[src/rtl/mpdd_pkg.sv]
// Shared types and constants for the Morse press digit decoder.
// No dependencies; imported by every module of the block.
package mpdd_pkg;

    localparam int CNT_W = 16;                       // press tick counter width
    localparam logic [CNT_W-1:0] CNT_MAX = {CNT_W{1'b1}};

    localparam logic [15:0] DASH_TICKS_RST = 16'd2000;
    localparam logic [7:0]  REL_MARK       = 8'h80;
    localparam logic [7:0]  DASH_MARK      = 8'h60;
    localparam logic [3:0]  BAD_DIGIT      = 4'he;
    localparam logic [2:0]  SYMBOLS        = 3'd5;

    typedef enum logic [1:0] {
        MODE_IDLE    = 2'd0,
        MODE_COLLECT = 2'd1,
        MODE_DONE    = 2'd2
    } t_mode;

    typedef struct packed {
        logic [2:0] symbol_count;
        logic [3:0] digit_code;
        logic       entry_done;
        logic [7:0] led_drive;
    } t_result;

endpackage

[src/rtl/mpdd_digit_dec.sv]
// Maps five collected Morse symbols (bit k set = symbol k is a dash) to a digit.
// Depends on mpdd_pkg.
module mpdd_digit_dec
    import mpdd_pkg::*;
(
    input  logic [4:0] i_symbols,
    output logic [3:0] o_digit
);

    // Bit 0 is the first symbol, so dots-then-dashes reads as high ones.
    always_comb begin
        unique case (i_symbols)
            5'b11110: o_digit = 4'd1;
            5'b11100: o_digit = 4'd2;
            5'b11000: o_digit = 4'd3;
            5'b10000: o_digit = 4'd4;
            5'b00000: o_digit = 4'd5;
            5'b00001: o_digit = 4'd6;
            5'b00011: o_digit = 4'd7;
            5'b00111: o_digit = 4'd8;
            5'b01111: o_digit = 4'd9;
            5'b11111: o_digit = 4'd0;
            default:  o_digit = BAD_DIGIT;
        endcase
    end

endmodule

[src/rtl/mpdd_core.sv]
// Entry state, press tick counter and symbol capture of the Morse digit decoder.
// Depends on mpdd_pkg and mpdd_digit_dec.
module mpdd_core
    import mpdd_pkg::*;
(
    input  logic        i_clk,
    input  logic        i_rst_n,
    input  logic        i_fire,
    input  logic        i_cmd,
    input  logic        i_level,
    input  logic [15:0] i_long_ticks,
    output t_result     o_result
);

    t_mode            r_mode,  n_mode;
    logic             r_prev,  n_prev;
    logic             r_seen,  n_seen;
    logic [CNT_W-1:0] r_ticks, n_ticks;
    logic [4:0]       r_bits,  n_bits;
    logic [2:0]       r_cursor, n_cursor;
    logic [7:0]       r_fb,    n_fb;
    logic [3:0]       r_digit, n_digit;

    logic [CNT_W-1:0] ticks_inc;
    logic             press, release_ev;
    logic [3:0]       dec_digit;

    assign ticks_inc  = (r_ticks == CNT_MAX) ? r_ticks : r_ticks + 1'b1;
    assign press      = !i_level && r_prev && (r_mode == MODE_COLLECT);
    assign release_ev = i_level && !r_prev && (r_mode == MODE_COLLECT) && r_seen;

    always_comb begin
        n_mode   = r_mode;
        n_prev   = r_prev;
        n_seen   = r_seen;
        n_ticks  = r_ticks;
        n_bits   = r_bits;
        n_cursor = r_cursor;
        n_fb     = r_fb;
        if (i_fire) begin
            if (i_cmd) begin
                n_mode   = MODE_COLLECT;
                n_bits   = '0;
                n_cursor = '0;
                n_fb     = '0;
            end else begin
                n_ticks = ticks_inc;
                n_prev  = i_level;
                if (press) begin
                    n_fb    = 8'd1 << r_cursor;
                    n_seen  = 1'b1;
                    n_ticks = '0;
                end
                if (release_ev) begin
                    n_fb = r_fb | REL_MARK;
                    if (ticks_inc >= CNT_W'(i_long_ticks)) begin
                        n_fb = r_fb | REL_MARK | DASH_MARK;
                        if (r_cursor < SYMBOLS) begin
                            n_bits = r_bits | (5'd1 << r_cursor);
                        end
                    end
                    n_cursor = r_cursor + 3'd1;
                    if (n_cursor >= SYMBOLS) begin
                        n_mode = MODE_DONE;
                    end
                end
            end
        end
    end

    mpdd_digit_dec u_dec (
        .i_symbols (n_bits),
        .o_digit   (dec_digit)
    );

    // decode only on the release that completes the entry
    assign n_digit = (i_fire && !i_cmd && release_ev && n_mode == MODE_DONE) ?
                     dec_digit : r_digit;

    always_ff @(posedge i_clk) begin
        if (!i_rst_n) begin
            r_mode   <= MODE_IDLE;
            r_prev   <= 1'b0;
            r_seen   <= 1'b0;
            r_ticks  <= '0;
            r_bits   <= '0;
            r_cursor <= '0;
            r_fb     <= '0;
            r_digit  <= '0;
        end else begin
            r_mode   <= n_mode;
            r_prev   <= n_prev;
            r_seen   <= n_seen;
            r_ticks  <= n_ticks;
            r_bits   <= n_bits;
            r_cursor <= n_cursor;
            r_fb     <= n_fb;
            r_digit  <= n_digit;
        end
    end

    assign o_result.led_drive    = ~n_fb;
    assign o_result.entry_done   = (n_mode == MODE_DONE);
    assign o_result.digit_code   = n_digit;
    assign o_result.symbol_count = n_cursor;

`ifndef SYNTHESIS
    a_done_count: assert property (@(posedge i_clk) disable iff (!i_rst_n)
        (r_mode == MODE_DONE) |-> (r_cursor == SYMBOLS))
        else $error("entry done without five symbols");
    a_collect_count: assert property (@(posedge i_clk) disable iff (!i_rst_n)
        (r_mode != MODE_DONE) |-> (r_cursor < SYMBOLS))
        else $error("cursor past the last symbol while collecting");
    a_press_clears: assert property (@(posedge i_clk) disable iff (!i_rst_n)
        (i_fire && !i_cmd && press) |=> (r_ticks == '0) && r_seen)
        else $error("press did not restart the tick counter");
`endif

endmodule

[src/rtl/morse_press_digit_decoder_top.sv]
// Top level of the Morse press digit decoder: stream ports, input and result registers.
// Depends on mpdd_pkg and mpdd_core.
//
// One word in gives one word out. A word is taken every cycle while the result
// side keeps up; a word waits in the input register until the result side can
// take it, and then its result is loaded into the result register at the same
// edge that raises o_m_axis_tvalid. The whole update of the entry state is
// a single counter increment, a compare against long_press_ticks and a small
// decode table between those two registers. Write long_press_ticks only while
// no word is in flight.
module morse_press_digit_decoder_top
    import mpdd_pkg::*;
(
    input  logic        i_clk,
    input  logic        i_rst_n,
    input  logic        i_s_axis_tvalid,
    output logic        o_s_axis_tready,
    input  logic [7:0]  i_s_axis_tdata,   // [0] sensor_level, [7:1] zero
    input  logic        i_s_axis_tuser,   // [0] cmd
    output logic        o_m_axis_tvalid,
    input  logic        i_m_axis_tready,
    output logic [15:0] o_m_axis_tdata,   // [7:0] led_drive, [8] entry_done,
                                          // [12:9] digit_code, [15:13] symbol_count
    input  logic        i_cfg_valid,
    output logic        o_cfg_ready,
    input  logic [15:0] i_cfg_data        // long_press_ticks
);

    logic        r_in_valid;
    logic        r_cmd;
    logic        r_level;
    logic        r_out_valid;
    t_result     r_result;
    logic [15:0] r_long_ticks;

    logic    out_load;
    logic    fire;
    t_result core_res;

    assign out_load        = !r_out_valid || i_m_axis_tready;
    assign fire            = r_in_valid && out_load;
    assign o_s_axis_tready = !r_in_valid || out_load;
    assign o_cfg_ready     = 1'b1;

    always_ff @(posedge i_clk) begin
        if (!i_rst_n) begin
            r_in_valid   <= 1'b0;
            r_out_valid  <= 1'b0;
            r_long_ticks <= DASH_TICKS_RST;
        end else begin
            if (o_s_axis_tready) begin
                r_in_valid <= i_s_axis_tvalid;
            end
            if (out_load) begin
                r_out_valid <= r_in_valid;
            end
            if (i_cfg_valid) begin
                r_long_ticks <= i_cfg_data;
            end
        end
    end

    // payload registers, no reset
    always_ff @(posedge i_clk) begin
        if (o_s_axis_tready && i_s_axis_tvalid) begin
            r_cmd   <= i_s_axis_tuser;
            r_level <= i_s_axis_tdata[0];
        end
        if (fire) begin
            r_result <= core_res;
        end
    end

    mpdd_core u_core (
        .i_clk        (i_clk),
        .i_rst_n      (i_rst_n),
        .i_fire       (fire),
        .i_cmd        (r_cmd),
        .i_level      (r_level),
        .i_long_ticks (r_long_ticks),
        .o_result     (core_res)
    );

    assign o_m_axis_tvalid = r_out_valid;
    assign o_m_axis_tdata  = r_result;

`ifndef SYNTHESIS
    a_done_means_five: assert property (@(posedge i_clk) disable iff (!i_rst_n)
        (o_m_axis_tvalid && o_m_axis_tdata[8]) |-> (o_m_axis_tdata[15:13] == SYMBOLS))
        else $error("entry_done without five symbols");
    a_digit_range: assert property (@(posedge i_clk) disable iff (!i_rst_n)
        o_m_axis_tvalid |-> (o_m_axis_tdata[12:9] <= 4'd9 ||
                             o_m_axis_tdata[12:9] == BAD_DIGIT))
        else $error("digit code out of range");
    a_result_follows_fire: assert property (@(posedge i_clk) disable iff (!i_rst_n)
        fire |=> o_m_axis_tvalid)
        else $error("processed word gave no result");
`endif

endmodule

[config.mk]
export PLATFORM = sky130hd
export DESIGN_NAME = morse_press_digit_decoder_top
export DESIGN_NICKNAME = d
export VERILOG_FILES = /design/src/rtl/mpdd_pkg.sv /design/src/rtl/mpdd_digit_dec.sv /design/src/rtl/mpdd_core.sv /design/src/rtl/morse_press_digit_decoder_top.sv
export SDC_FILE = /design/constraint.sdc
export NUM_CORES = 1
export LEC_CHECK = 0
export BUFFER_PORTS_ARGS = -buffer_cell sky130_fd_sc_hd__buf_4
export CORE_ASPECT_RATIO = 1.1
export CORE_MARGIN = 3
export CORE_UTILIZATION = 55
export CTS_CLUSTER_SIZE = 24
export DETAILED_ROUTE_END_ITERATION = 8
export PLACE_DENSITY = 0.76
export SYNTH_ARGS = -nofsm -noshare
export SYNTH_HDL_FRONTEND = slang
export SYNTH_HIERARCHICAL = 1
export SYNTH_SLANG_ARGS = --single-unit
[constraint.sdc]
create_clock -name i_clk -period 13.3 [get_ports i_clk]
set_input_delay 0 -clock i_clk [delete_from_list [all_inputs] [get_ports i_clk]]
set_output_delay 0 -clock i_clk [all_outputs]
set_load 0.01 [all_outputs]
# Word level (Yosys, flattened, before mapping)
# Memories as Yosys holds them, arrays and structs flattened.
# Index checks and enable logic that the tools add are counted.
[op_classes]
n_lt_le_gt_ge = 3
div_mod_pow = 0
n_mul = 0
bitwise = 3
muxes = 20
eq_ne = 3
shifts = 2
n_addsub = 2
reduce_logical = 19
[ops]
columns = ["cell", "count"]
rows = [
  ["two-way mux 16 bit", 2],
  ["two-way mux 8 bit", 4],
  ["two-way mux 5 bit", 5],
  ["adder 16 x 1 -> 16 bit, second input constant", 1],
  ["equality test 16 bit, second input constant", 1],
  ["greater-or-equal comparator 16 bit", 1],
  ["logical AND 1 bit", 10],
  ["two-way mux 3 bit", 3],
  ["two-way mux 2 bit", 4],
  ["inverter 8 bit", 1],
  ["left shift 1 x 3 -> 8 bit, first input constant", 1],
  ["two-way mux 7 bit", 1],
  ["logical NOT 1 bit", 5],
  ["bitwise OR 5 bit", 1],
  ["left shift 1 x 3 -> 5 bit, first input constant", 1],
  ["two-way mux 4 bit", 1],
  ["adder 3 x 1 -> 3 bit, second input constant", 1],
  ["greater-or-equal comparator 3 bit, second input constant", 1],
  ["less-than comparator 3 bit, second input constant", 1],
  ["AND reduction 3 bit", 1],
  ["equality test 2 x 1 -> 1 bit, second input constant", 1],
  ["equality test 2 bit, second input constant", 1],
  ["logical OR 1 bit", 2],
  ["AND reduction 2 bit", 1],
  ["inverter 1 bit", 1],
]
[totals]
romBits = 128
ff_bits = 76
out_inout_bits = 19
n_memories = 1
mem_bits_rw = 0
latch_bits = 0
[mem_list]
columns = ["name", "words", "word_bits", "rd", "rd_clocked_by_memory_dff", "wr", "line", "text"]
rows = [
  ["(name not given)", 32, 4, 1, 0, 0, "mpdd_digit_dec.sv:12", "unique case (i_symbols)"],
]

# Logic depth before layout (Yosys ltp)
[logic_depth]
depth_word = 10
depth_mapped = 19
mapped_depth_nobuf = 19

# Modules after synthesis
# Netlist, hierarchy kept.
[modules_own_cells]
columns = ["module", "cells_each", "instances", "area_each_um2"]
rows = [
  ["mpdd_core", 349, 1, 2805.2],
  ["morse_press_digit_decoder_top", 80, 1, 1237.4],
  ["mpdd_digit_dec", 21, 1, 142.6],
]

# Least setup slack after synthesis
# Ideal clock, no wire load.
[synth_path]
kind = "register to register"
start = "register u_core.r_ticks[0]"
end = "register r_result, in the netlist o_m_axis_tdata[9] (data pin)"
stages_incl_launch_ff = 16
arrival_time_ps = 4059
path_buffers = 0
setup_ps = 262
path_slack_ps = 8979
t_required_ps = 13038
cell_sequence = "dfxtp_1 > ha_1 > nand3_4 > or4_2 > mux2_2 > ha_1 > nand4_1 > a211oi_1 > a2111oi_1 > a21boi_1 > o21ai_0 > ha_1 > nor2b_1 > a31oi_1 > o21ai_1 > mux2_2"
[synth_rtl]
columns = ["item", "line", "text"]
rows = [
  ["start, declared", "mpdd_core.sv:18", "logic [CNT_W-1:0] r_ticks, n_ticks;"],
  ["start signal, assigned", "mpdd_core.sv:94", "r_ticks <= n_ticks;"],
  ["end signal, assigned", "morse_press_digit_decoder_top.sv:70", "r_result <= core_res;"],
  ["end, declared", "morse_press_digit_decoder_top.sv:33", "t_result r_result;"],
]

==> impl_metrics.env <==
export IMPL_fmax_mhz=189.6
export IMPL_hpwl_um=6099
export IMPL_ys_seq_area_share_pct=40.66
export IMPL_status="finished clean"
export IMPL_die_y_um=97.49
export IMPL_synth_area_per_cell_sq_um=9.301
export IMPL_worst_ep_arrival_time_ns=5.54
export IMPL_n_antenna_cell=0
export IMPL_tightest_slew_ns=0.8987
export IMPL_grt_ovfl_total=0
export IMPL_setup_viol=0
export IMPL_cts_tree="yes"
export IMPL_track_usage_pct=21.58
export IMPL_vias=3450
export IMPL_numPortBuffers=40
export IMPL_cts_root_buffer="clkbuf_8"
export IMPL_path_buf_inv=0
export IMPL_ys_warn_count=6
export IMPL_postCtsSetupBuffers=0
export IMPL_rows=32
export IMPL_syn_nets=507
export IMPL_final_cell_mix="dfxtp_1, nand2_1, buf_4"
export IMPL_drt_pass1_iter_count=4
export IMPL_max_slew_margin_rel_pct=39.94
export IMPL_min_path_type="in -> reg"
export IMPL_synth_seq_cells=76
export IMPL_drtIter0Drc=131
export IMPL_start_kind="flip-flop"
export IMPL_max_stage_delay_ns=0.82
export IMPL_synth_main_ff_cell="dfxtp_1"
export IMPL_drive_gt1_share_pct=15.75
export IMPL_stdcell_area_sq_mm=0.004881
export IMPL_place_area_sq_mm=0.004488
export IMPL_cp_max_fo=9
export IMPL_grt_pass1_wl_um=14950
export IMPL_crit_top_cell="ha_1"
export IMPL_via_per_inst=5.818
export IMPL_worstPathCellList="ha_1 -> nand3_4 -> or4_2 -> and3_1 -> nor2_1 -> ha_1 -> nand4_1 -> a211oi_1 -> a2111oi_1 -> a21boi_1 -> o21ai_0 -> ha_1 -> nor2b_1 -> a31oi_1 -> o21ai_1 -> mux2_2 -> and2_1"
export IMPL_vdd_ir_drop_max_v=0.00007897
export IMPL_drc_errors=0
export IMPL_p_per_area_mw_per_mm2=91.02
export IMPL_grt_pass1_vias=3281
export IMPL_critical_path_class="reg -> reg"
export IMPL_clock_latency_ns=0.36
export IMPL_final_common_cell="dfxtp_1"
export IMPL_dieWidth_um=89.18
export IMPL_clkTransAtPathRegs_ns=0.09
export IMPL_fin_crit_ns=5.273
export IMPL_cp_top_family="compound AO/OA/AOI/OAI gates"
export IMPL_synthArstFlopShare_pct=0
export IMPL_totalWireLength_um=8936
export IMPL_clock_sinks=76
export IMPL_yosysUniqueCellTypes=68
export IMPL_start_util_pct=58.07
export IMPL_cts_htree_levels=3
export IMPL_grt_max_degree=43
export IMPL_period_share_pct=39.65
export IMPL_coreArea_sq_mm=0.007207
export IMPL_slew_violations=0
export IMPL_gp_congestion=0.8772
export IMPL_area_delta_synth_final_pct=16.62
export IMPL_hold_worst_slack_ns=0.01773
export IMPL_fill_cells=572
export IMPL_clk_path_buf_depth=2
export IMPL_p_leak_nw=2.023
export IMPL_critPathCaptureType="flip-flop"
export IMPL_synth_edff_count=18
export IMPL_skew_ns=0.01050
export IMPL_max_cap_violations=0
export IMPL_ant_nets=0
export IMPL_nets=560
export IMPL_synth_area_sq_mm=0.004185
export IMPL_cts_buffers_inserted=9
export IMPL_dieArea_sq_mm=0.008694
export IMPL_crit_slowest_cell="a2111oi_1"
export IMPL_synth_cells=450
export IMPL_rsz0062_at_grt="false"
export IMPL_antenna_found_initial=0
export IMPL_wl_per_cell_um=15.07
export IMPL_fin_tns_setup_ns=0
export IMPL_critPathRequiredTime_ns=13.56
export IMPL_io_pins=49
export IMPL_hold_viol_final=0
[metrics by stage]
step | total power, mW | util, % | setup WS (ns) | cells
2_1_floorplan | 0.2685 | - | 8.979 | 450
3_3_place_gp | 0.2781 | 62.27 | 8.156 | 556
3_5_place_dp | 0.2793 | 62.27 | 8.082 | 556
4_1_cts | 0.4469 | 67.73 | 8.048 | 593
5_1_grt | 0.4608 | 67.73 | 7.493 | 593
6_report | 0.4443 | 67.73 | 8.027 | 593
[flip-flops by register name, summed over array words and instances (netlist names), named ones only]
name	flops
r_level	1
r_in_valid	1
u_core/r_fb	6
u_core/r_ticks	16
r_long_ticks	16
o_m_axis_tdata	16
r_cmd	1
u_core/r_digit	4
u_core/r_bits	5
u_core/r_cursor	3
u_core/r_prev	1
o_m_axis_tvalid	1
u_core/r_mode	2
u_core/r_seen	1
[logic make-up after synthesis]
| logic type | Yosys count | synth area share, % |
|---|---|---|
| other | 1 | 0.08960 |
| AOI/OAI and AO/OA | 106 | 16.50 |
| adders and majority gates | 27 | 8.072 |
| xor gates and xnor gates | 11 | 2.302 |
| and+or+nand+nor | 155 | 20.84 |
| DFF | 76 | 40.66 |
| buffers and inverters | 50 | 5.500 |
| muxes | 24 | 6.039 |
[worst paths after layout]
| check | from | endpoint | slack [ns] | depth (start not counted) |
|---|---|---|---|---|
| max | u_core/r_ticks[0] | u_core/r_digit[0] | 8.03 | 17 |
| min | i_rst_n | r_long_ticks[10] | 0.02 | 2 |
| max reg2reg | u_core/r_ticks[0] | u_core/r_digit[0] | 8.03 | 17 |
| min reg2reg | r_long_ticks[6] | r_long_ticks[6] | 0.48 | 2 |
[Yosys cell counts, drive strengths merged (3+ instances only)]
library cell  instances  area (sq um)
and3                  7         43.79
or4                   3         27.53
o22ai                 6         37.54
nand3                16         105.1
a21oi                31         155.2
mux2i                17         170.2
nor4                  5         52.55
a31oi                 7         43.79
dfxtp                58          1161
clkbuf               12         45.04
mux2                  7         82.57
a22o                  4         35.03
nand4                 9         71.32
nand2b                4         25.02
a211oi                8         70.06
nor3                  4         20.02
xnor2                 5         43.79
nor2                 26         105.1
a21boi                3         22.52
inv                  29         108.9
o21ai                23         115.1
and2                  7         43.79
xor2                  6         52.55
buf                   9         76.32
o21a                  3         22.52
nand2                46         180.2
nor2b                19         118.9
ha                   27         337.8
a211o                 3         26.28
a32oi                 3         26.28
edfxtp               18         540.5
[cell type report]
type | count | area, sq um | area share (%)
multi-input combinational | 324 | 2256 | 46.22
sequential | 76 | 1702 | 34.86
timing repair buffer | 63 | 525.5 | 10.77
inverter | 29 | 108.9 | 2.230
tap | 85 | 106.4 | 2.179
clock inverter | 7 | 58.81 | 1.205
clock buffer | 9 | 123.9 | 2.538
[power breakdown]
group	switching [mW]	total [mW]	internal [mW]	leakage (nW)
combinational	0.0174	0.0347	0.0173	1.32
sequential	0.00339	0.244	0.241	0.619
clock	0.0952	0.165	0.0702	0.0804
total	0.116	0.444	0.328	2.02
[layer usage]
metal	up-vias	global-route usage, %	share of wire (%)
met5	-	0	0
li1	1715	-	-
met2	111	35.79	50
met1	1605	26.55	42
met4	0	9.164	2.3
met3	19	4.411	5.1
[worst reg2reg max path: cells and delay by family, from the launching register on]
family,cells,cell delay [ns]
adder cells (fa/ha/maj),3,0.80
AO/OA/AOI/OAI,6,1.91
multiplexers,1,0.27
flip-flops,1,0.45
AND/OR/NAND/NOR,7,1.74
[timing repair]
item	CTS	global route
hold buffers	21	0
hold endpoints to repair	20	0
resized for setup	0	0
Note: power is estimated with default switching activity, not from simulation.
